===== config.mk =====
export PLATFORM = sky130hd
export DESIGN_NAME = i2c_eeprom_access_sequencer_top
export DESIGN_NICKNAME = d
export VERILOG_FILES = /design/src/sv/ieas_pkg.sv /design/src/sv/ieas_step.sv /design/src/sv/i2c_eeprom_access_sequencer_top.sv
export SDC_FILE = /design/constraint.sdc
export NUM_CORES = 1
export LEC_CHECK = 0
export BUFFER_PORTS_ARGS = -buffer_cell sky130_fd_sc_hd__buf_2
export CAP_MARGIN = 20
export CELL_PAD_IN_SITES_DETAIL_PLACEMENT = 0
export CELL_PAD_IN_SITES_GLOBAL_PLACEMENT = 1
export CORE_UTILIZATION = 49
export DETAILED_ROUTE_END_ITERATION = 10
export GPL_TIMING_DRIVEN = 0
export HOLD_SLACK_MARGIN = 0.1
export PLACE_DENSITY = 0.86
export SETUP_SLACK_MARGIN = 0.05
export SLEW_MARGIN = 20
export SYNTH_ARGS = -nofsm -noshare
export SYNTH_HDL_FRONTEND = slang
export SYNTH_SLANG_ARGS = --single-unit

===== constraint.sdc =====
create_clock -name clk_i -period 5.2 [get_ports clk_i]
set_input_delay 0.52 -clock clk_i [delete_from_list [all_inputs] [get_ports clk_i]]
set_output_delay 0.52 -clock clk_i [all_outputs]
set_load 0.05 [all_outputs]

===== src/sv/ieas_pkg.sv =====
// Shared types and constants for the I2C EEPROM access sequencer.
// No dependencies; imported by every module of the block.
package ieas_pkg;

  localparam int PAGE_BYTES_DEF = 64;

  // Host and bus opcodes carried on the request channel
  typedef enum logic [2:0] {
    OP_RD_CUR   = 3'd0,
    OP_RD_RAND  = 3'd1,
    OP_WR_BYTE  = 3'd2,
    OP_WR_PAGE  = 3'd3,
    OP_RD_SEQ   = 3'd4,
    OP_PAGE_DAT = 3'd5,
    OP_BUS_DONE = 3'd6,
    OP_UNUSED   = 3'd7
  } op_e;

  typedef enum logic [2:0] {
    CMD_NONE  = 3'd0,
    CMD_START = 3'd1,
    CMD_SEND  = 3'd2,
    CMD_RECV  = 3'd3,
    CMD_ACK   = 3'd4,
    CMD_NACK  = 3'd5,
    CMD_STOP  = 3'd6,
    CMD_RSVD  = 3'd7
  } bus_cmd_e;

  typedef enum logic [13:0] {
    PH_IDLE      = 14'h0001,
    PH_W_START   = 14'h0002,
    PH_W_CTRL    = 14'h0004,
    PH_W_HI      = 14'h0008,
    PH_W_LO      = 14'h0010,
    PH_W_DATA    = 14'h0020,
    PH_PAGE_WAIT = 14'h0040,
    PH_P_DATA    = 14'h0080,
    PH_R_START   = 14'h0100,
    PH_R_CTRL    = 14'h0200,
    PH_R_RECV    = 14'h0400,
    PH_R_ACK     = 14'h0800,
    PH_R_NACK    = 14'h1000,
    PH_STOP      = 14'h2000
  } phase_e;

  typedef struct packed {
    op_e         opcode;
    logic [15:0] mem_address;
    logic [7:0]  data_byte;
    logic [7:0]  length;
    logic        bus_nack;
    logic [7:0]  rx_byte;
  } item_t;

  typedef struct packed {
    phase_e      phase;
    op_e         kind;
    logic [15:0] addr;
    logic [7:0]  data;
    logic [7:0]  remaining;
    logic [7:0]  done_cnt;
    logic        pend_err;
  } seq_state_t;

  typedef struct packed {
    bus_cmd_e   bus_command;
    logic [7:0] tx_byte;
    logic       need_page_byte;
    logic       read_valid;
    logic [7:0] read_byte;
    logic       host_done;
    logic       error_flag;
    logic [7:0] byte_count;
  } result_t;

endpackage


===== src/sv/ieas_step.sv =====
// Next-state and result logic of the EEPROM access sequencer.
// Depends on ieas_pkg; instantiated by the top level.
module ieas_step
  import ieas_pkg::*;
#(
  parameter int PAGE_BYTES = PAGE_BYTES_DEF
) (
  input  seq_state_t cur_i,
  input  item_t      item_i,
  input  logic [6:0] dev_addr_i,
  output seq_state_t nxt_o,
  output logic       hit_o,
  output result_t    res_o
);

  logic [7:0] page_clip;
  logic [7:0] rem_dec;
  logic [7:0] cnt_inc;

  assign page_clip = ({1'b0, item_i.length} > 9'(PAGE_BYTES)) ? 8'(PAGE_BYTES)
                                                              : item_i.length;
  assign rem_dec = cur_i.remaining - 8'd1;
  assign cnt_inc = cur_i.done_cnt + 8'd1;

  always_comb begin
    nxt_o = cur_i;
    hit_o = 1'b0;
    res_o = '0;
    if (cur_i.phase == PH_IDLE) begin
      if (item_i.opcode inside {OP_RD_CUR, OP_RD_RAND, OP_WR_BYTE, OP_WR_PAGE, OP_RD_SEQ}) begin
        hit_o          = 1'b1;
        nxt_o.kind     = item_i.opcode;
        nxt_o.addr     = item_i.mem_address;
        nxt_o.data     = item_i.data_byte;
        nxt_o.done_cnt = '0;
        nxt_o.pend_err = 1'b0;
        case (item_i.opcode)
          OP_WR_PAGE: nxt_o.remaining = page_clip;
          OP_RD_SEQ:  nxt_o.remaining = item_i.length;
          default:    nxt_o.remaining = 8'd1;
        endcase
        nxt_o.phase       = (item_i.opcode == OP_RD_CUR) ? PH_R_START : PH_W_START;
        res_o.bus_command = CMD_START;
      end
    end else if (cur_i.phase == PH_PAGE_WAIT) begin
      if (item_i.opcode == OP_PAGE_DAT) begin
        hit_o             = 1'b1;
        nxt_o.phase       = PH_P_DATA;
        res_o.bus_command = CMD_SEND;
        res_o.tx_byte     = item_i.data_byte;
      end
    end else if (item_i.opcode == OP_BUS_DONE) begin
      hit_o = 1'b1;
      case (cur_i.phase)
        PH_W_START: begin
          nxt_o.phase       = PH_W_CTRL;
          res_o.bus_command = CMD_SEND;
          res_o.tx_byte     = {dev_addr_i, 1'b0};
        end
        PH_W_CTRL: begin
          if (item_i.bus_nack) begin
            nxt_o.phase       = PH_W_START;
            res_o.bus_command = CMD_START;
          end else begin
            nxt_o.phase       = PH_W_HI;
            res_o.bus_command = CMD_SEND;
            res_o.tx_byte     = cur_i.addr[15:8];
          end
        end
        PH_W_HI: begin
          if (item_i.bus_nack) begin
            nxt_o.pend_err    = 1'b1;
            nxt_o.phase       = PH_STOP;
            res_o.bus_command = CMD_STOP;
          end else begin
            nxt_o.phase       = PH_W_LO;
            res_o.bus_command = CMD_SEND;
            res_o.tx_byte     = cur_i.addr[7:0];
          end
        end
        PH_W_LO: begin
          if (item_i.bus_nack) begin
            nxt_o.pend_err    = 1'b1;
            nxt_o.phase       = PH_STOP;
            res_o.bus_command = CMD_STOP;
          end else if (cur_i.kind == OP_WR_BYTE) begin
            nxt_o.phase       = PH_W_DATA;
            res_o.bus_command = CMD_SEND;
            res_o.tx_byte     = cur_i.data;
          end else if (cur_i.kind == OP_WR_PAGE) begin
            if (cur_i.remaining == '0) begin
              nxt_o.phase       = PH_STOP;
              res_o.bus_command = CMD_STOP;
            end else begin
              nxt_o.phase          = PH_PAGE_WAIT;
              res_o.need_page_byte = 1'b1;
            end
          end else begin
            // random and sequential reads: repeated start for the read phase
            nxt_o.phase       = PH_R_START;
            res_o.bus_command = CMD_START;
          end
        end
        PH_W_DATA: begin
          if (item_i.bus_nack) nxt_o.pend_err = 1'b1;
          else                 nxt_o.done_cnt = 8'd1;
          nxt_o.phase       = PH_STOP;
          res_o.bus_command = CMD_STOP;
        end
        PH_P_DATA: begin
          if (item_i.bus_nack) begin
            nxt_o.pend_err    = 1'b1;
            nxt_o.phase       = PH_STOP;
            res_o.bus_command = CMD_STOP;
          end else begin
            nxt_o.done_cnt  = cnt_inc;
            nxt_o.remaining = rem_dec;
            if (rem_dec == '0) begin
              nxt_o.phase       = PH_STOP;
              res_o.bus_command = CMD_STOP;
            end else begin
              nxt_o.phase          = PH_PAGE_WAIT;
              res_o.need_page_byte = 1'b1;
            end
          end
        end
        PH_R_START: begin
          nxt_o.phase       = PH_R_CTRL;
          res_o.bus_command = CMD_SEND;
          res_o.tx_byte     = {dev_addr_i, 1'b1};
        end
        PH_R_CTRL: begin
          if (item_i.bus_nack) begin
            nxt_o.phase       = PH_R_START;
            res_o.bus_command = CMD_START;
          end else if (cur_i.remaining == '0) begin
            nxt_o.phase       = PH_STOP;
            res_o.bus_command = CMD_STOP;
          end else begin
            nxt_o.phase       = PH_R_RECV;
            res_o.bus_command = CMD_RECV;
          end
        end
        PH_R_RECV: begin
          nxt_o.done_cnt   = cnt_inc;
          nxt_o.remaining  = rem_dec;
          res_o.read_valid = 1'b1;
          res_o.read_byte  = item_i.rx_byte;
          if (rem_dec == '0) begin
            nxt_o.phase       = PH_R_NACK;
            res_o.bus_command = CMD_NACK;
          end else begin
            nxt_o.phase       = PH_R_ACK;
            res_o.bus_command = CMD_ACK;
          end
        end
        PH_R_ACK: begin
          nxt_o.phase       = PH_R_RECV;
          res_o.bus_command = CMD_RECV;
        end
        PH_R_NACK: begin
          nxt_o.phase       = PH_STOP;
          res_o.bus_command = CMD_STOP;
        end
        PH_STOP: begin
          nxt_o.phase      = PH_IDLE;
          res_o.host_done  = 1'b1;
          res_o.error_flag = cur_i.pend_err;
          res_o.byte_count = cur_i.done_cnt;
        end
        default: begin
          nxt_o.phase = PH_IDLE;
          hit_o       = 1'b0;
        end
      endcase
    end
  end

endmodule


===== src/sv/i2c_eeprom_access_sequencer_top.sv =====
// I2C EEPROM access sequencer: top level with request/result registers.
// Depends on ieas_pkg and ieas_step.
// A request passes the request register, then the result register, before its
// result shows. Throughput: one request per cycle while the result register is
// not stalled; the sequencer state loop through ieas_step is combinational into st_q.
// Reset (async, active low): phase idle, counters and flags cleared, device
// address 80, both pipeline registers empty.
module i2c_eeprom_access_sequencer_top
  import ieas_pkg::*;
#(
  parameter int PAGE_BYTES = PAGE_BYTES_DEF
) (
  input  logic        clk_i,
  input  logic        rst_ni,
  // configuration
  input  logic        cfg_we_i,
  input  logic [6:0]  cfg_wdata_i,
  // request channel
  input  logic        in_valid_i,
  output logic        in_stall_o,
  input  logic [2:0]  opcode_i,
  input  logic [15:0] mem_address_i,
  input  logic [7:0]  data_byte_i,
  input  logic [7:0]  length_i,
  input  logic        bus_nack_i,
  input  logic [7:0]  rx_byte_i,
  // result channel
  output logic        out_valid_o,
  input  logic        out_stall_i,
  output logic [2:0]  bus_command_o,
  output logic [7:0]  tx_byte_o,
  output logic        need_page_byte_o,
  output logic        read_valid_o,
  output logic [7:0]  read_byte_o,
  output logic        host_done_o,
  output logic        error_flag_o,
  output logic [7:0]  byte_count_o,
  output logic        last_result_o
);

  logic [6:0] dev_addr_q;

  logic       in_vld_q;
  item_t      in_item_q;

  seq_state_t st_q, st_d;
  logic       res_hit;
  result_t    res;

  logic       out_vld_q;
  result_t    out_res_q;

  // The request stage moves whenever the result register is free or drains.
  logic advance;
  assign advance    = !out_vld_q || !out_stall_i;
  assign in_stall_o = in_vld_q && !advance;

  always_ff @(posedge clk_i or negedge rst_ni) begin
    if (!rst_ni) begin
      dev_addr_q <= 7'd80;
    end else if (cfg_we_i) begin
      dev_addr_q <= cfg_wdata_i;
    end
  end

  // Request register
  always_ff @(posedge clk_i or negedge rst_ni) begin
    if (!rst_ni) begin
      in_vld_q <= 1'b0;
    end else if (!in_stall_o) begin
      in_vld_q <= in_valid_i;
    end
  end

  always_ff @(posedge clk_i) begin
    if (in_valid_i && !in_stall_o) begin
      in_item_q <= '{opcode:      op_e'(opcode_i),
                     mem_address: mem_address_i,
                     data_byte:   data_byte_i,
                     length:      length_i,
                     bus_nack:    bus_nack_i,
                     rx_byte:     rx_byte_i};
    end
  end

  ieas_step #(
    .PAGE_BYTES(PAGE_BYTES)
  ) u_step (
    .cur_i     (st_q),
    .item_i    (in_item_q),
    .dev_addr_i(dev_addr_q),
    .nxt_o     (st_d),
    .hit_o     (res_hit),
    .res_o     (res)
  );

  // Sequencer state advances once per request leaving the request stage;
  // ignored requests leave it unchanged apart from the default recovery.
  always_ff @(posedge clk_i or negedge rst_ni) begin
    if (!rst_ni) begin
      st_q <= '{phase: PH_IDLE, kind: OP_RD_CUR, default: '0};
    end else if (in_vld_q && advance) begin
      st_q <= st_d;
    end
  end

  // Result register; requests that cause no result drop out here.
  always_ff @(posedge clk_i or negedge rst_ni) begin
    if (!rst_ni) begin
      out_vld_q <= 1'b0;
    end else if (advance) begin
      out_vld_q <= in_vld_q && res_hit;
    end
  end

  always_ff @(posedge clk_i) begin
    if (advance && in_vld_q) begin
      out_res_q <= res;
    end
  end

  assign out_valid_o      = out_vld_q;
  assign bus_command_o    = out_res_q.bus_command;
  assign tx_byte_o        = out_res_q.tx_byte;
  assign need_page_byte_o = out_res_q.need_page_byte;
  assign read_valid_o     = out_res_q.read_valid;
  assign read_byte_o      = out_res_q.read_byte;
  assign host_done_o      = out_res_q.host_done;
  assign error_flag_o     = out_res_q.error_flag;
  assign byte_count_o     = out_res_q.byte_count;
  // every request causes at most one result
  assign last_result_o    = 1'b1;

endmodule


# [After elaboration in Yosys (flattened, before gate mapping)]
# Index checks and enable logic that the tools add are counted.
[classes] add_sub_neg=2 bitwise_logic=3 eq_ne=27 multipliers=0 n_reduce_logical=31 n_lt_le_gt_ge=1 shifts=0 muxes=65 div_mod_pow=0
[ops] operator="$mux W14" count=13
[ops] operator="$pmux W14 S10" count=1
[ops] operator="$mux W58" count=1
[ops] operator="$mux W17" count=3
[ops] operator="$mux W8" count=5
[ops] operator="$pmux W8 S5" count=1
[ops] operator="$pmux W8 S2" count=2
[ops] operator="$mux W31" count=1
[ops] operator="$mux W3" count=10
[ops] operator="$mux W9" count=3
[ops] operator="$pmux W3 S9" count=1
[ops] operator="$pmux W8 S3" count=1
[ops] operator="$mux W10" count=2
[ops] operator="$logic_not A8 Y1" count=2
[ops] operator="$mux W16" count=1
[ops] operator="$mux W1" count=15
[ops] operator="$eq A14 B1 Y1 const B" count=1
[ops] operator="$eq A14 B10 Y1 const B" count=1
[ops] operator="$eq A14 B11 Y1 const B" count=1
[ops] operator="$eq A14 B12 Y1 const B" count=1
[ops] operator="$eq A14 B13 Y1 const B" count=1
[ops] operator="$eq A14 B14 Y1 const B" count=1
[ops] operator="$eq A14 B2 Y1 const B" count=1
[ops] operator="$eq A14 B3 Y1 const B" count=1
[ops] operator="other kinds (37)" count=59
[totals] ff_bits=142 latch_bits=0 memories=0 romBits=0 wordCells=153 ramBits=0

# [Depth between registers and ports, before layout]
# Gate-level depths: netlist (run 1).
[depth] ltp_word=9 depth_mapped=9 mapped_depth_nobuf=8

# [Hierarchy]
# Synthesis (run 1) repeated with hierarchy kept, for this count alone.
[unflattened] cells_unflattened=661 area_unflattened_um2=7368.3
[by_module_without_submodules] mod="i2c_eeprom_access_sequencer_top" seq_area_each_um2=3932.5 cells_each=222 area_per_inst_um2=4818.4 instances=1
[by_module_without_submodules] mod="ieas_step" seq_area_each_um2=0.0 cells_each=439 area_per_inst_um2=2549.9 instances=1

# [Worst setup path after synthesis (run 1)]
# No wires, ideal clock.
[synth_timing] path_type="reg-to-reg" from="register out_vld_q (netlist: out_valid_o)" to="register st_q[48] (netlist name)" path_slack_ns=2.503 period_less_slack_ns=2.697 arrival_time_ns=2.575 path_buffers=1 path_stages_with_launch=8 t_required_ns=5.078 path_cell_list="dfrtp_1 nand2_1 nand2_1 inv_1 nand3_1 o21a_1 buf_2 a32o_1"
[synth_via] elab_chain_len=4
[synth_lines] item="start, declared" line_no="i2c_eeprom_access_sequencer_top.sv:50" text="logic out_vld_q;"
[synth_lines] item="start signal, assigned" line_no="i2c_eeprom_access_sequencer_top.sv:112" text="out_vld_q <= in_vld_q && res_hit;"
[synth_lines] item="$logic_not A1 Y1" line_no="i2c_eeprom_access_sequencer_top.sv:55" text="assign advance = !out_vld_q || !out_stall_i;"
[synth_lines] item="$logic_or A1 B1 Y1" line_no="i2c_eeprom_access_sequencer_top.sv:55"
[synth_lines] item="$logic_and A1 B1 Y1" line_no="i2c_eeprom_access_sequencer_top.sv:102" text="end else if (in_vld_q && advance) begin"
[synth_lines] item="$reduce_and A4 Y1 (no source line)"
[synth_lines] item="end signal, assigned" line_no="i2c_eeprom_access_sequencer_top.sv:103" text="st_q <= st_d;"
[synth_lines] item="end, declared" line_no="i2c_eeprom_access_sequencer_top.sv:46" text="seq_state_t st_q, st_d;"
# Every way passes these cells.
# A chain may end at the register's enable or synchronous reset.

# [Worst setup path in the final report (run 1)]
[layout_timing] from="register st_q[9] (netlist name)" to="register out_res_q (netlist bit bus_command_o[1]), data pin"
[layout_via] elab_chain_len=9 word_cells_on_any_way=13
[layout_lines] item="branches (longest 5 deep; another with $sub A8 B1 Y8)"
[layout_lines] item="$pmux W3 S9 *" line_no="ieas_step.sv:54" text="case (cur_i.phase)"
[layout_lines] item="$mux W31 *" line_no="ieas_step.sv:52" text="end else if (item_i.opcode == OP_BUS_DONE) begin"
[layout_lines] item="$mux W11 *" line_no="ieas_step.sv:45" text="end else if (cur_i.phase == PH_PAGE_WAIT) begin"
[layout_lines] item="$mux W3 *" line_no="ieas_step.sv:29" text="if (cur_i.phase == PH_IDLE) begin"
[layout_lines] item="end signal, assigned" line_no="i2c_eeprom_access_sequencer_top.sv:118" text="out_res_q <= res;"
[layout_lines] item="end, declared" line_no="i2c_eeprom_access_sequencer_top.sv:51" text="result_t out_res_q;"
# Every way passes the cells marked *.

==> key figures, run 1 <==
Setup path
  – CP Buf/Inv Count: 1
  – CP startpoint kind: flop
  – WS Path Type: reg2reg
  – CP max-delay cell: a2111oi_0
  – Crit-path leading delay family: compound AO/OA/AOI/OAI gates
  – Element type at the critical path end: flop
  – Worst path max stage delay: 0.62 ns
  – Worst-path cell chain: inv_1, ha_1, or4b_1, xor2_1, a31oi_1, o21ai_0, a2111oi_0, o21bai_1
  – Required time at the endpoint of the critical path: approximately 5.3 ns
  – Crit path DAT: 3.21 ns
  – Worst-path maximum fanout: 7

STA
  – Upper clock frequency limit: about 330 MHz
  – Setup repair after global routing missed its margin: false
  – Hold violation total from the final report: 0
  – Period Utilization, post-route: 59.0%
  – Final Max Tran Viols: 0
  – Setup TNS: 0 ns
  – Slew at the pin closest to its max-slew limit: ~0.97 ns
  – Clock tree skew after final layout: between 0.008 and 0.009 ns
  – Rel. slew slack: a little over a third
  – Number of failing setup endpoints in the final timing report: 0
  – Final min period: approximately 3.1 ns

Clock tree
  – Cts bufs inserted: 17
  – Insertion delay to the later sink of the worst-skew pair: around 0.43 ns
  – Number of buffers inserted by hold repair at cts: 1
  – Resized cells post-CTS: 0
  – Clock Sinks: between 100 and 150
  – Master cell of the clock root buffer: clkbuf_16
  – Setup repair bufs after CTS: 0
  – CTS Buffer Depth: 2
  – CTS HTree Levels: 4
  – Clock tree from TritonCTS: yes
  – Clock-pin slew on the worst setup and hold paths: around 0.060 ns

Floorplan
  – Placeable core area: approximately 0.013 mm2
  – Die Y: between 100 and 150 um
  – IO Count: 90
  – Overall die area: between 0.01 and 0.015 mm2
  – Die boundary width: 119 um
  – Num rows: 42
  – Initial core utilization: between 50% and 60%

Yosys
  – Share of synthesized flip-flops with an asynchronous set or reset: 47.2%
  – Post-Syn Area: approximately 0.0067 mm2
  – Post-synthesis instance total: roughly 590
  – Mean Syn Cell Area: about 11 um2
  – Dominant register cell in the synthesized netlist: edfxtp_1
  – FF+latch count, synth: between 100 and 150
  – Count of flip-flops with a built-in enable after synthesis: 75
  – Net count after synthesis: approximately 650
  – Count of unique library cells instantiated by Yosys: 69
  – Share of synthesized area occupied by flip-flops and latches: slightly below 60%
  – Yosys warning total: 0

Routing
  – Detailed-route wire length per cell: approximately 18 um
  – DRT Wirelength: ~16000 um
  – Initial DRT Pass Iterations: 5
  – Routed via count divided by cell count: around 5.7
  – DRC violation count after routing: 0
  – DR iter-0 viols: 353
  – Antenna Nets Post-Route: 0
  – Total number of vias: about 5000

Global route
  – Total grt overflow: 0
  – Initial antenna violation count: 0
  – Largest net degree at the start of global routing: 47
  – Wire length of the first global-routing pass: about 26000 um
  – Via count of the first global-routing pass: around 5000
  – Global Route Usage Sum: approximately a quarter

Status
  – Outcome: finished, final reports clean

Placement
  – HPWL reported at the end of detailed placement: 11300 um
  – Gpl congestion: between 0.9 and 1
  – Port bufs: a little under 90

Finish
  – Layout fillers: between 1000 and 1500
  – Fin nets: approximately 760
  – Fraction of layout instances using a drive strength above 1: roughly a quarter
  – Number of antenna cells inserted: 0
  – Area growth from synthesis to final layout: 20.0%

Flow run
  – Maximum capacitance violations: 0

Power
  – Worst vdd rail ir drop: between 0.3 and 0.4 mV
  – Static leakage: roughly 3.4 nW
  – Tot Pwr: 3.76 mW
  – Power density normalized to cell area: between 400 and 500 mW/mm2

Min path
  – Type of the tightest min-delay check: in2reg
cell usage in the layout, fill, tap and decap left out, drive strengths merged, types with 5 or more instances in the layout:
master  netlist  routed
dfrtp        64      64
clkbuf       11      31
a31oi        15      15
a22oi        16      16
a22o          9       9
nand4         7       7
nand2       105     105
nor4          9       9
buf          18     108
nor3         21      21
o31ai         5       5
mux2         10      10
nand3        13      13
or4           7       7
a21oi        19      19
and2         20      20
o21ai        29      29
and3          6       6
nand2b        9       9
inv           9      12
o21a          5       5
edfxtp       75      75
nor2         37      37
where the power goes:
part | leakage [nW] | internal (mW) | switching [mW] | total, mW
Combinational | 1.53 | 0.310 | 0.666 | 0.976
Clock | 0.291 | 0.770 | 0.463 | 1.23
Sequential | 1.60 | 1.42 | 0.135 | 1.56
Total | 3.43 | 2.50 | 1.26 | 3.76
per-layer routing:
metal	track usage, %	up-vias	wire length [um]
li1	-	2420	-
met1	30.7	2486	6940
met2	38.4	162	7530
met3	5.56	21	849
met4	11.0	0	367
met5	0	-	0
logic make-up after synthesis:
logic type      count (synthesis)  share of synthesized area [%]
mux                            14                           2.28
xor+xnor                        7                          0.915
buf+inv                        38                           2.63
compound gates                127                           13.5
other cells                     1                         0.0560
flops                         142                           58.7
fa+ha+maj                       3                          0.560
simple gates                  261                           21.3
cells in the mapped netlist (4+ instances only):
cell type | number | share of area, %
nand2_1 | 105 | 5.9
edfxtp_1 | 75 | 34
dfrtp_1 | 64 | 24
nor2_1 | 36 | 2.0
o21ai_0 | 26 | 1.9
and2_1 | 20 | 1.9
a21oi_1 | 16 | 1.2
a22oi_1 | 16 | 1.8
nor3_1 | 16 | 1.2
a31oi_1 | 15 | 1.4
buf_2 | 15 | 1.1
nand3_1 | 12 | 0.90
clkbuf_1 | 11 | 0.62
mux2_2 | 10 | 1.7
a22o_1 | 9 | 1.2
inv_1 | 9 | 0.50
nand2b_1 | 9 | 0.84
nand4_1 | 7 | 0.65
and3_1 | 6 | 0.56
nor4_1 | 5 | 0.47
o21a_1 | 5 | 0.56
or4_1 | 5 | 0.56
mux2i_1 | 4 | 0.60
nor4_4 | 4 | 1.3
o31ai_1 | 4 | 0.45
or2_2 | 4 | 0.37
or3_1 | 4 | 0.37
xor2_1 | 4 | 0.52
registers in the layout, indices dropped and copies added (netlist names):
register and count:
bus_command_o 3, byte_count_o 8, dev_addr_q 7, error_flag_o 1, host_done_o 1, in_item_q 44, in_vld_q 1, need_page_byte_o 1
out_valid_o 1, read_byte_o 8, read_valid_o 1, st_q 58, tx_byte_o 8
worst paths after layout:
check	startpoint	end	slack [ns]	depth (start not counted)
min	mem_address_i[14]	in_item_q[39]	0.27	1
max reg2reg	st_q[9]	bus_command_o[1]	2.13	8
min reg2reg	in_item_q[32]	st_q[32]	0.44	2
max	st_q[9]	bus_command_o[1]	2.13	8
min in group asynchronous	rst_ni	st_q[57]	0.54	2
max in group asynchronous	rst_ni	dev_addr_q[6]	4.07	3
cell type report:
class	instances	area (um2)	area share, %
flip-flops and latches	142	3930	48.9
multi-input cells	413	2590	32.2
repair buffers	91	515	6.41
clock buffers	20	447	5.56
well taps	176	220	2.74
clock inverters	12	159	1.98
plain buffers	29	143	1.77
inverters	9	33.8	0.420
per-stage QoR:
stage                     worst slack (ns)  util (%)  area [um2]  instances  hold slack (ns)
after floorplan                       2.50         -        6700        593            0.224
after global placement                1.62      55.3        7350        856            0.429
after detailed placement              2.24      55.8        7420        859            0.432
after CTS                             2.20      60.5        8040        892            0.250
after global routing                  2.00      60.5        8040        892            0.250
final                                 2.13      60.5        8040        892            0.267
No activity file was read; power rests on OpenSTA's default activity.
==> inputs of run 2 (changes only) <==
Settings changed: ABC_AREA from default to 1, CORE_UTILIZATION 49 to 40, PLACE_DENSITY 0.86 to 0.78.
Clock period 5.2 ns to 2.48 ns, I/O delays scaled along.
==> run 2 against run 1 <==
Effect of this change: sequential share of layout area down 4.0 points; routed wire length up 8.7%; synthesized cell count up 26%; worst hold slack better by 0.0098 ns; first-iteration DRC count down 24%.
==> key figures, run 2 <==
Yosys
  – Largest cells by area after synthesis: edfxtp_1 33%, dfrtp_1 24%, nand2_1 14%
  – Post-Syn Area: 0.00681 mm2 (+1.6%)
  – Top cells by instance count after synthesis: 257 x nand2_1, 81 x nor2_1, 75 x edfxtp_1, 73 x inv_1, 64 x dfrtp_1
  – FF+latch count, synth: 142 (unchanged)
  – Mean Syn Cell Area: 9.09 um2 (-20%)
  – Yosys warning total: 0 (unchanged)
  – Top cell type's share of synthesized area: 33.1% (-0.53 points)
  – Share of synthesized area occupied by flip-flops and latches: 57.8% (-0.93 points)
  – Count of unique library cells instantiated by Yosys: 39 (-43%)
  – Most numerous cell in the Yosys netlist: nand2_1
  – Count of flip-flops with a built-in enable after synthesis: 75 (unchanged)
  – Net count after synthesis: 808 (+24%)
  – Dominant register cell in the synthesized netlist: edfxtp_1
  – Synth area leader: edfxtp_1
  – Share of synthesized flip-flops with an asynchronous set or reset: 47.2% (unchanged)
  – Post-synthesis instance total: 749 (+26%)

Power
  – Net switching fraction of the power: 39.4% (+5.8 points)
  – Portion of total power attributed to combinational logic: 36.9% (+11 points)
  – Net switching power: 3.60 mW (+180%)
  – Static leakage: 4.12 nW (+20%)
  – Part of the total power dissipated in sequential elements: 35.9% (-5.4 points)
  – Worst vdd rail ir drop: 0.527 mV (+64%)
  – Cell-internal power: 5.53 mW (+120%)
  – Proportion of power drawn by the clock network: 27.2% (-5.6 points)
  – Power density normalized to cell area: 1040 mW/mm2 (+120%)

STA
  – Period Utilization, post-route: 91.1% (+32 points)
  – Worst hold slack: 0.276 ns (+0.00982 ns)
  – Hold violation total from the final report: 0 (unchanged)
  – Rel. slew slack: 34.2% (-0.87 points)
  – Setup repair after global routing missed its margin: false
  – Post-route worst setup slack: 0.222 ns (-1.91 ns)
  – Number of failing setup endpoints in the final timing report: 0 (unchanged)
  – Final Max Tran Viols: 0 (unchanged)
  – Upper clock frequency limit: 443 MHz (+36%)
  – Clock tree skew after final layout: 0.00703 ns (-0.00183 ns)
  – Final min period: 2.26 ns (-0.809 ns)
  – Slew at the pin closest to its max-slew limit: 0.986 ns (+0.0195 ns)

Setup path
  – Worst-path maximum fanout: 10 (+3)
  – Element type at the critical path end: flop
  – Crit path DAT: 2.48 ns (-0.73 ns)
  – WS Path Type: reg2reg
  – CP startpoint kind: flop
  – Slack of the worst reg-to-reg path: 0.22 ns (-1.91 ns)
  – Required time at the endpoint of the critical path: 2.71 ns (-2.63 ns)

Routing
  – Routed via count divided by cell count: 4.76 (-16%)
  – DR iter-0 viols: 270 (-24%)
  – DRT Wirelength: 17100 um (+8.7%)
  – Initial DRT Pass Iterations: 4 (-1)
  – Total number of vias: 5484 (+7.8%)
  – Antenna Nets Post-Route: 0 (unchanged)
  – DRC violation count after routing: 0 (unchanged)
  – Detailed-route wire length per cell: 14.8 um (-16%)

Global route
  – Initial antenna violation count: 0 (unchanged)
  – Via count of the first global-routing pass: 5575 (+11%)
  – Largest net degree at the start of global routing: 46 (-2.1%)
  – Total grt overflow: 0 (unchanged)
  – Wire length of the first global-routing pass: 28000 um (+9.9%)
  – Global Route Usage Sum: 20.8% (-3.1 points)

Placement
  – Worst Setup Slack post-DPL: -0.251 ns (-2.49 ns)
  – Port bufs: 87 (unchanged)
  – Gpl congestion: 0.845 (-7.0%)
  – HPWL reported at the end of detailed placement: 11600 um (+2.4%)

Floorplan
  – Die boundary width: 132 um (+11%)
  – Initial core utilization: 41.0% (-9.3 points)
  – Placeable core area: 0.0166 mm2 (+25%)
  – IO Count: 90 (unchanged)
  – Die Y: 132 um (+11%)
  – Num rows: 47 (+12%)
  – Overall die area: 0.0175 mm2 (+24%)

Finish
  – Fraction of layout instances using a drive strength above 1: 21.3% (-4.0 points)
  – Number of antenna cells inserted: 0 (unchanged)
  – Most frequent cells in the layout: 257 x nand2_1, 86 x buf_2, 78 x nor2_1
  – Max reg flops: 58 (unchanged)
  – Leading registers by flop count: st_q x58, in_item_q x44
  – Leading cell type in the layout, fill and taps excluded: nand2_1
  – Register ranked first by flip-flop count: st_q
  – Area growth from synthesis to final layout: 28.7%
  – Fin nets: 977 (+28%)

Clock tree
  – Clock tree from TritonCTS: yes
  – CTS HTree Levels: 4 (unchanged)
  – Clock Sinks: 142 (unchanged)
  – Insertion delay to the later sink of the worst-skew pair: 0.42 ns (about the same)
  – Master cell of the clock root buffer: clkbuf_16
  – CTS Buffer Depth: 2 (unchanged)
  – Clock-pin slew on the worst setup and hold paths: 0.06 ns (about the same)
  – Cts bufs inserted: 17 (unchanged)

Min path
  – Type of the tightest min-delay check: in2async

Status
  – Outcome: finished, final reports clean

Flow run
  – Maximum capacitance violations: 0 (unchanged)
==> run 2: routing by layer <==
metal	global-route usage, %	routed length [um]	vias to the layer above
li1	-	-	2787
met1	25.3	7620	2571
met2	36.1	8550	103
met3	3.87	519	23
met4	9.20	369	0
met5	0	0	-
==> run 2: critical path, stage by stage, from the launching register on <==
cell and delay [ns]:
edfxtp_1 0.54, inv_1 0.13, clkbuf_1 0.36, nand3_1 0.48, inv_1 0.19, nand2_1 0.10, nand4_1 0.10, nand2_1 0.05
o21ai_0 0.11
==> run 2: power groups by stage <==
stage | clock network, mW | logic (mW) | registers, mW
2_1_floorplan | 0 | 2.19 | 3.52
3_3_place_gp | 0 | 3.22 | 3.31
3_5_place_dp | 0 | 3.25 | 3.32
4_1_cts | 2.53 | 3.34 | 3.28
5_1_grt | 2.62 | 3.78 | 3.33
6_report | 2.48 | 3.37 | 3.28
==> run 2: worst paths after layout <==
kind                               start  cells after the start            end
hold reg to reg            in_item_q[32]                      2       st_q[32]
setup reg to reg            in_item_q[8]                      8   tx_byte_o[0]
setup / recovery            in_item_q[8]                      8   tx_byte_o[0]
hold / removal                    rst_ni                      2       st_q[12]
max in group asynchronous         rst_ni                      3  dev_addr_q[6]
min in group clk_i              cfg_we_i                      2  dev_addr_q[2]
==> run 2: repair_timing <==
action / in CTS / in global routing
pin swaps: 1 / 2
endpoints found under the hold margin: 117 / 0
cloned: 1 / 0
setup endpoints to repair: 46 / 47
hold buffers: 54 / 0
gates resized for setup: 0 / 2
buffers inserted: 0 / 6
==> run 2: through the flow <==
stage	TNS (ns)	instance area, um2	utilization (%)	power (mW)	cells
2_1_floorplan	0	6820	-	5.71	749
3_3_place_gp	-3.96	7530	45.4	6.52	1056
3_5_place_dp	-4.15	7580	45.7	6.57	1058
4_1_cts	0	8690	52.4	9.15	1145
5_1_grt	0	8760	52.8	9.73	1151
6_report	0	8760	52.8	9.13	1151
==> run 2: cell families after synthesis <==
logic type                 after synthesis  share of synthesized area (%)
DFF                                    142                           57.8
other                                    1                         0.0551
buffers and inverters                   90                           5.74
AOI/OAI and AO/OA                       62                           5.87
and+or+nand+nor                        441                           28.5
xor gates and xnor gates                 3                          0.386
adders and majority gates                3                          0.552
muxes                                    7                           1.16
==> run 2: cell type report <==
type	instances	area (um2)
timing repair buffer	149	1080
tap	220	275
sequential	142	3930
multi-input combinational	518	2510
inverter	77	289
fill	1510	7830
buffer	13	101
clock buffer	19	433
clock inverter	13	136
==> inputs of run 3 (changes only) <==
Settings changed: PLACE_DENSITY 0.78 to 0.79, SYNTH_HIERARCHICAL from default to 1.
==> run 3 against run 2 <==
Effect of this change: critical endpoint is now st_q[57]; synthesized cell count rose by 27%; setup slack got worse by 0.023 ns; total power rose by 3.5%; critical path depth rose by 5; global-route usage rose by 4.0 points; via count rose by 30%.
==> key figures, run 3 <==
STA
  – Slew at the pin closest to its max-slew limit: 0.719 ns (-0.267 ns)
  – Rel. slew slack: 52.0% (+18 points)
  – Final min period: 2.28 ns (+0.0230 ns)
  – Clock tree skew after final layout: 0.00737 ns (+0.000337 ns)
  – Setup repair after global routing missed its margin: true
  – Upper clock frequency limit: 438 MHz (-1.0%)
  – Hold violation total from the final report: 0 (unchanged)
  – Worst hold slack: 0.253 ns (-0.0238 ns)
  – Final Max Tran Viols: 0 (unchanged)
  – Period Utilization, post-route: 92.0% (+0.93 points)
  – Number of failing setup endpoints in the final timing report: 0 (unchanged)

Finish
  – Register ranked first by flip-flop count: st_q
  – Max reg flops: 58 (unchanged)
  – Most frequent cells in the layout: 341 x nand2_1, 105 x buf_2, 103 x nand3_1
  – Design Area, Final: 0.00966 mm2 (+10%)
  – Number of antenna cells inserted: 0 (unchanged)
  – Leading registers by flop count: st_q x58, in_item_q x44
  – Fin nets: 1180 (+21%)
  – Area growth from synthesis to final layout: 25.7%
  – Fraction of layout instances using a drive strength above 1: 18.3% (-3.0 points)
  – Leading cell type in the layout, fill and taps excluded: nand2_1

Setup path
  – Number of cells on the worst reg-to-reg path: 13 (+5)
  – Element type at the critical path end: flop
  – Crit path DAT: 2.65 ns (+0.17 ns)
  – Required time at the endpoint of the critical path: 2.85 ns (+0.14 ns)
  – WS Path Type: reg2reg
  – Launch point of the worst reg-to-reg path: st_q[9]
  – Slack of the worst reg-to-reg path: 0.20 ns (-0.02 ns)
  – CP startpoint kind: flop
  – Crit path capture: st_q[57]
  – Destination of the worst register-to-register timing path: st_q[57]
  – Worst-path maximum fanout: 6 (-4)
  – Launch point of the worst path: st_q[9]

Yosys
  – Dominant register cell in the synthesized netlist: edfxtp_1
  – Net count after synthesis: 1015 (+26%)
  – Count of flip-flops with a built-in enable after synthesis: 75 (unchanged)
  – Top cell type's share of synthesized area: 29.3% (-3.8 points)
  – Share of synthesized area occupied by flip-flops and latches: 51.2% (-6.6 points)
  – Largest cells by area after synthesis: edfxtp_1 29%, dfrtp_1 21%, nand2_1 17%
  – Post-Syn Area: 0.00768 mm2 (+13%)
  – Yosys warning total: 6 (+6)
  – Mean Syn Cell Area: 8.06 um2 (-11%)
  – Count of unique library cells instantiated by Yosys: 48 (+23%)
  – Share of synthesized area spent on multiplexers: 0% (-1.2 points)
  – FF+latch count, synth: 142 (unchanged)
  – Largest family of logic cells by synthesized area: simple AND/OR/NAND/NOR gates
  – Most numerous cell in the Yosys netlist: nand2_1
  – Post-synthesis instance total: 954 (+27%)
  – Area fraction in compound gates after synthesis: 7.99% (+2.1 points)
  – Top cells by instance count after synthesis: 341 x nand2_1, 103 x nand3_1, 85 x inv_1, 75 x edfxtp_1, 69 x nor2_1
  – Xor-xnor portion of the synthesized cell area: 0.228% (-0.16 points)
  – Simple-gate share of the synthesized area: 32.6% (+4.2 points)
  – Synth area leader: edfxtp_1
  – Post-synthesis adder-cell area fraction: 0.814% (+0.26 points)
  – Share of synthesized flip-flops with an asynchronous set or reset: 47.2% (unchanged)

Routing
  – Detailed-route wire length per cell: 17.0 um (+15%)
  – DRT Wirelength: 23300 um (+36%)
  – DR iter-0 viols: 549 (+100%)
  – DRC violation count after routing: 0 (unchanged)
  – Total number of vias: 7106 (+30%)
  – Antenna Nets Post-Route: 0 (unchanged)
  – Initial DRT Pass Iterations: 8 (+4)
  – Routed via count divided by cell count: 5.20 (+9.2%)

Clock tree
  – Clock-pin slew on the worst setup and hold paths: 0.07 ns (about the same)
  – Cts bufs inserted: 17 (unchanged)
  – Insertion delay to the later sink of the worst-skew pair: 0.43 ns (about the same)
  – CTS HTree Levels: 4 (unchanged)
  – CTS Buffer Depth: 2 (unchanged)
  – Clock Sinks: 142 (unchanged)
  – Master cell of the clock root buffer: clkbuf_16
  – Clock tree from TritonCTS: yes

Floorplan
  – Initial core utilization: 40.9% (-0.090 points)
  – Placeable core area: 0.0188 mm2 (+13%)
  – Die Y: 141 um (+6.2%)
  – Num rows: 50 (+6.4%)
  – IO Count: 90 (unchanged)
  – Overall die area: 0.0198 mm2 (+13%)
  – Die boundary width: 141 um (+6.2%)

Placement
  – Port bufs: 88 (+1.1%)
  – Area after detailed placement: 0.00847 mm2 (+12%)
  – Gpl congestion: 0.895 (+5.9%)
  – HPWL reported at the end of detailed placement: 16100 um (+38%)

Flow run
  – Maximum capacitance violations: 0 (unchanged)

Min path
  – Type of the tightest min-delay check: in2async

Global route
  – Total grt overflow: 0 (unchanged)
  – Initial antenna violation count: 0 (unchanged)
  – Via count of the first global-routing pass: 6985 (+25%)
  – Wire length of the first global-routing pass: 37300 um (+33%)
  – Largest net degree at the start of global routing: 51 (+11%)
  – Global Route Usage Sum: 24.8% (+4.0 points)

Power
  – Worst vdd rail ir drop: 0.580 mV (+10%)
  – Static leakage: 4.63 nW (+12%)
  – Power density normalized to cell area: 978 mW/mm2 (-6.2%)

Status
  – Outcome: finished, final reports clean
-- run 3: changes by cell type after synthesis, sizes merged, moves of 4 or more --
| cell | before | now |
|---|---|---|
| o21ai | 47 | 55 |
| buf | 9 | 27 |
| a21oi | 6 | 14 |
| nand3 | 50 | 108 |
| mux2 | 7 | 0 |
| inv | 77 | 95 |
| o22ai | 0 | 5 |
| nand2 | 269 | 354 |
| nor2 | 95 | 85 |
| nand4 | 12 | 8 |
| o211ai | 0 | 5 |
| nor3 | 9 | 15 |
-- run 3: worst min path at each step --
stage,startpoint,to,depth (start not counted)
final,rst_ni,st_q[52],2
after global routing,rst_ni,st_q[52],2
after CTS,out_stall_i,in_vld_q,3
after detailed placement,rst_ni,st_q[52],1
after global placement,mem_address_i[5],in_item_q[30],1
after floorplan,rst_ni,dev_addr_q[0],0
-- run 3: cells by family after synthesis --
kind of cell,count (synthesis)
xor gates and xnor gates,2
DFF,142
other,1
and+or+nand+nor,575
AOI/OAI and AO/OA,101
adders and majority gates,5
buffers and inverters,128
-- run 3: final cells by class --
| type | instances | area (um2) |
|---|---|---|
| timing repair buffer | 146 | 1050 |
| clock inverter | 15 | 200 |
| sequential | 142 | 3930 |
| tap | 234 | 293 |
| inverter | 97 | 364 |
| buffer | 31 | 185 |
| fill | 1825 | 9100 |
| multi-input combinational | 684 | 3220 |
| clock buffer | 17 | 425 |
-- run 3: routing by layer --
| metal | track usage, % | wire, um |
|---|---|---|
| met2 | 41.2 | 11000 |
| met4 | 7.21 | 465 |
| met3 | 3.87 | 1160 |
| met1 | 33.5 | 10600 |
| met5 | 0 | 0 |
-- run 3: timing repair --
| action | 4_1_cts | 5_1_grt |
|---|---|---|
| setup endpoints to repair | 0 | 11 |
| hold buffers | 54 | 0 |
| resized for setup | 0 | 5 |
| endpoints found under the hold margin | 116 | 0 |
| buffers inserted | 0 | 2 |
-- run 3: per-stage QoR --
step / power [mW] / setup WS [ns] / setup TNS (ns) / cells / utilization (%)
after floorplan: 5.65 / 0.362 / 0 / 954 / -
after global placement: 6.56 / -0.0238 / -0.833 / 1276 / 44.9
after detailed placement: 6.59 / 0.208 / 0 / 1278 / 45.1
after CTS: 9.43 / 0.118 / 0 / 1364 / 51.3
after global routing: 9.97 / 0.0233 / 0 / 1366 / 51.5
final: 9.45 / 0.199 / 0 / 1366 / 51.5
-- run 3: worst max-delay path: stages (launching register included) --
cell	delay, ns
dfrtp_1	0.46
inv_1	0.14
ha_1	0.29
xnor2_1	0.23
inv_1	0.10
nor3b_1	0.22
nand3_1	0.17
nand2_1	0.10
nand2_1	0.07
nand2_1	0.07
nand2_1	0.05
o21ai_0	0.12
nand3_1	0.12
nand2_1	0.08
-- run 3: report_power, final --
part / leakage [nW] / total (mW) / switching, mW / internal (mW)
combinational: 2.69 / 3.34 / 2.32 / 1.02
clock: 0.307 / 2.75 / 1.12 / 1.62
sequential: 1.63 / 3.36 / 0.373 / 2.99
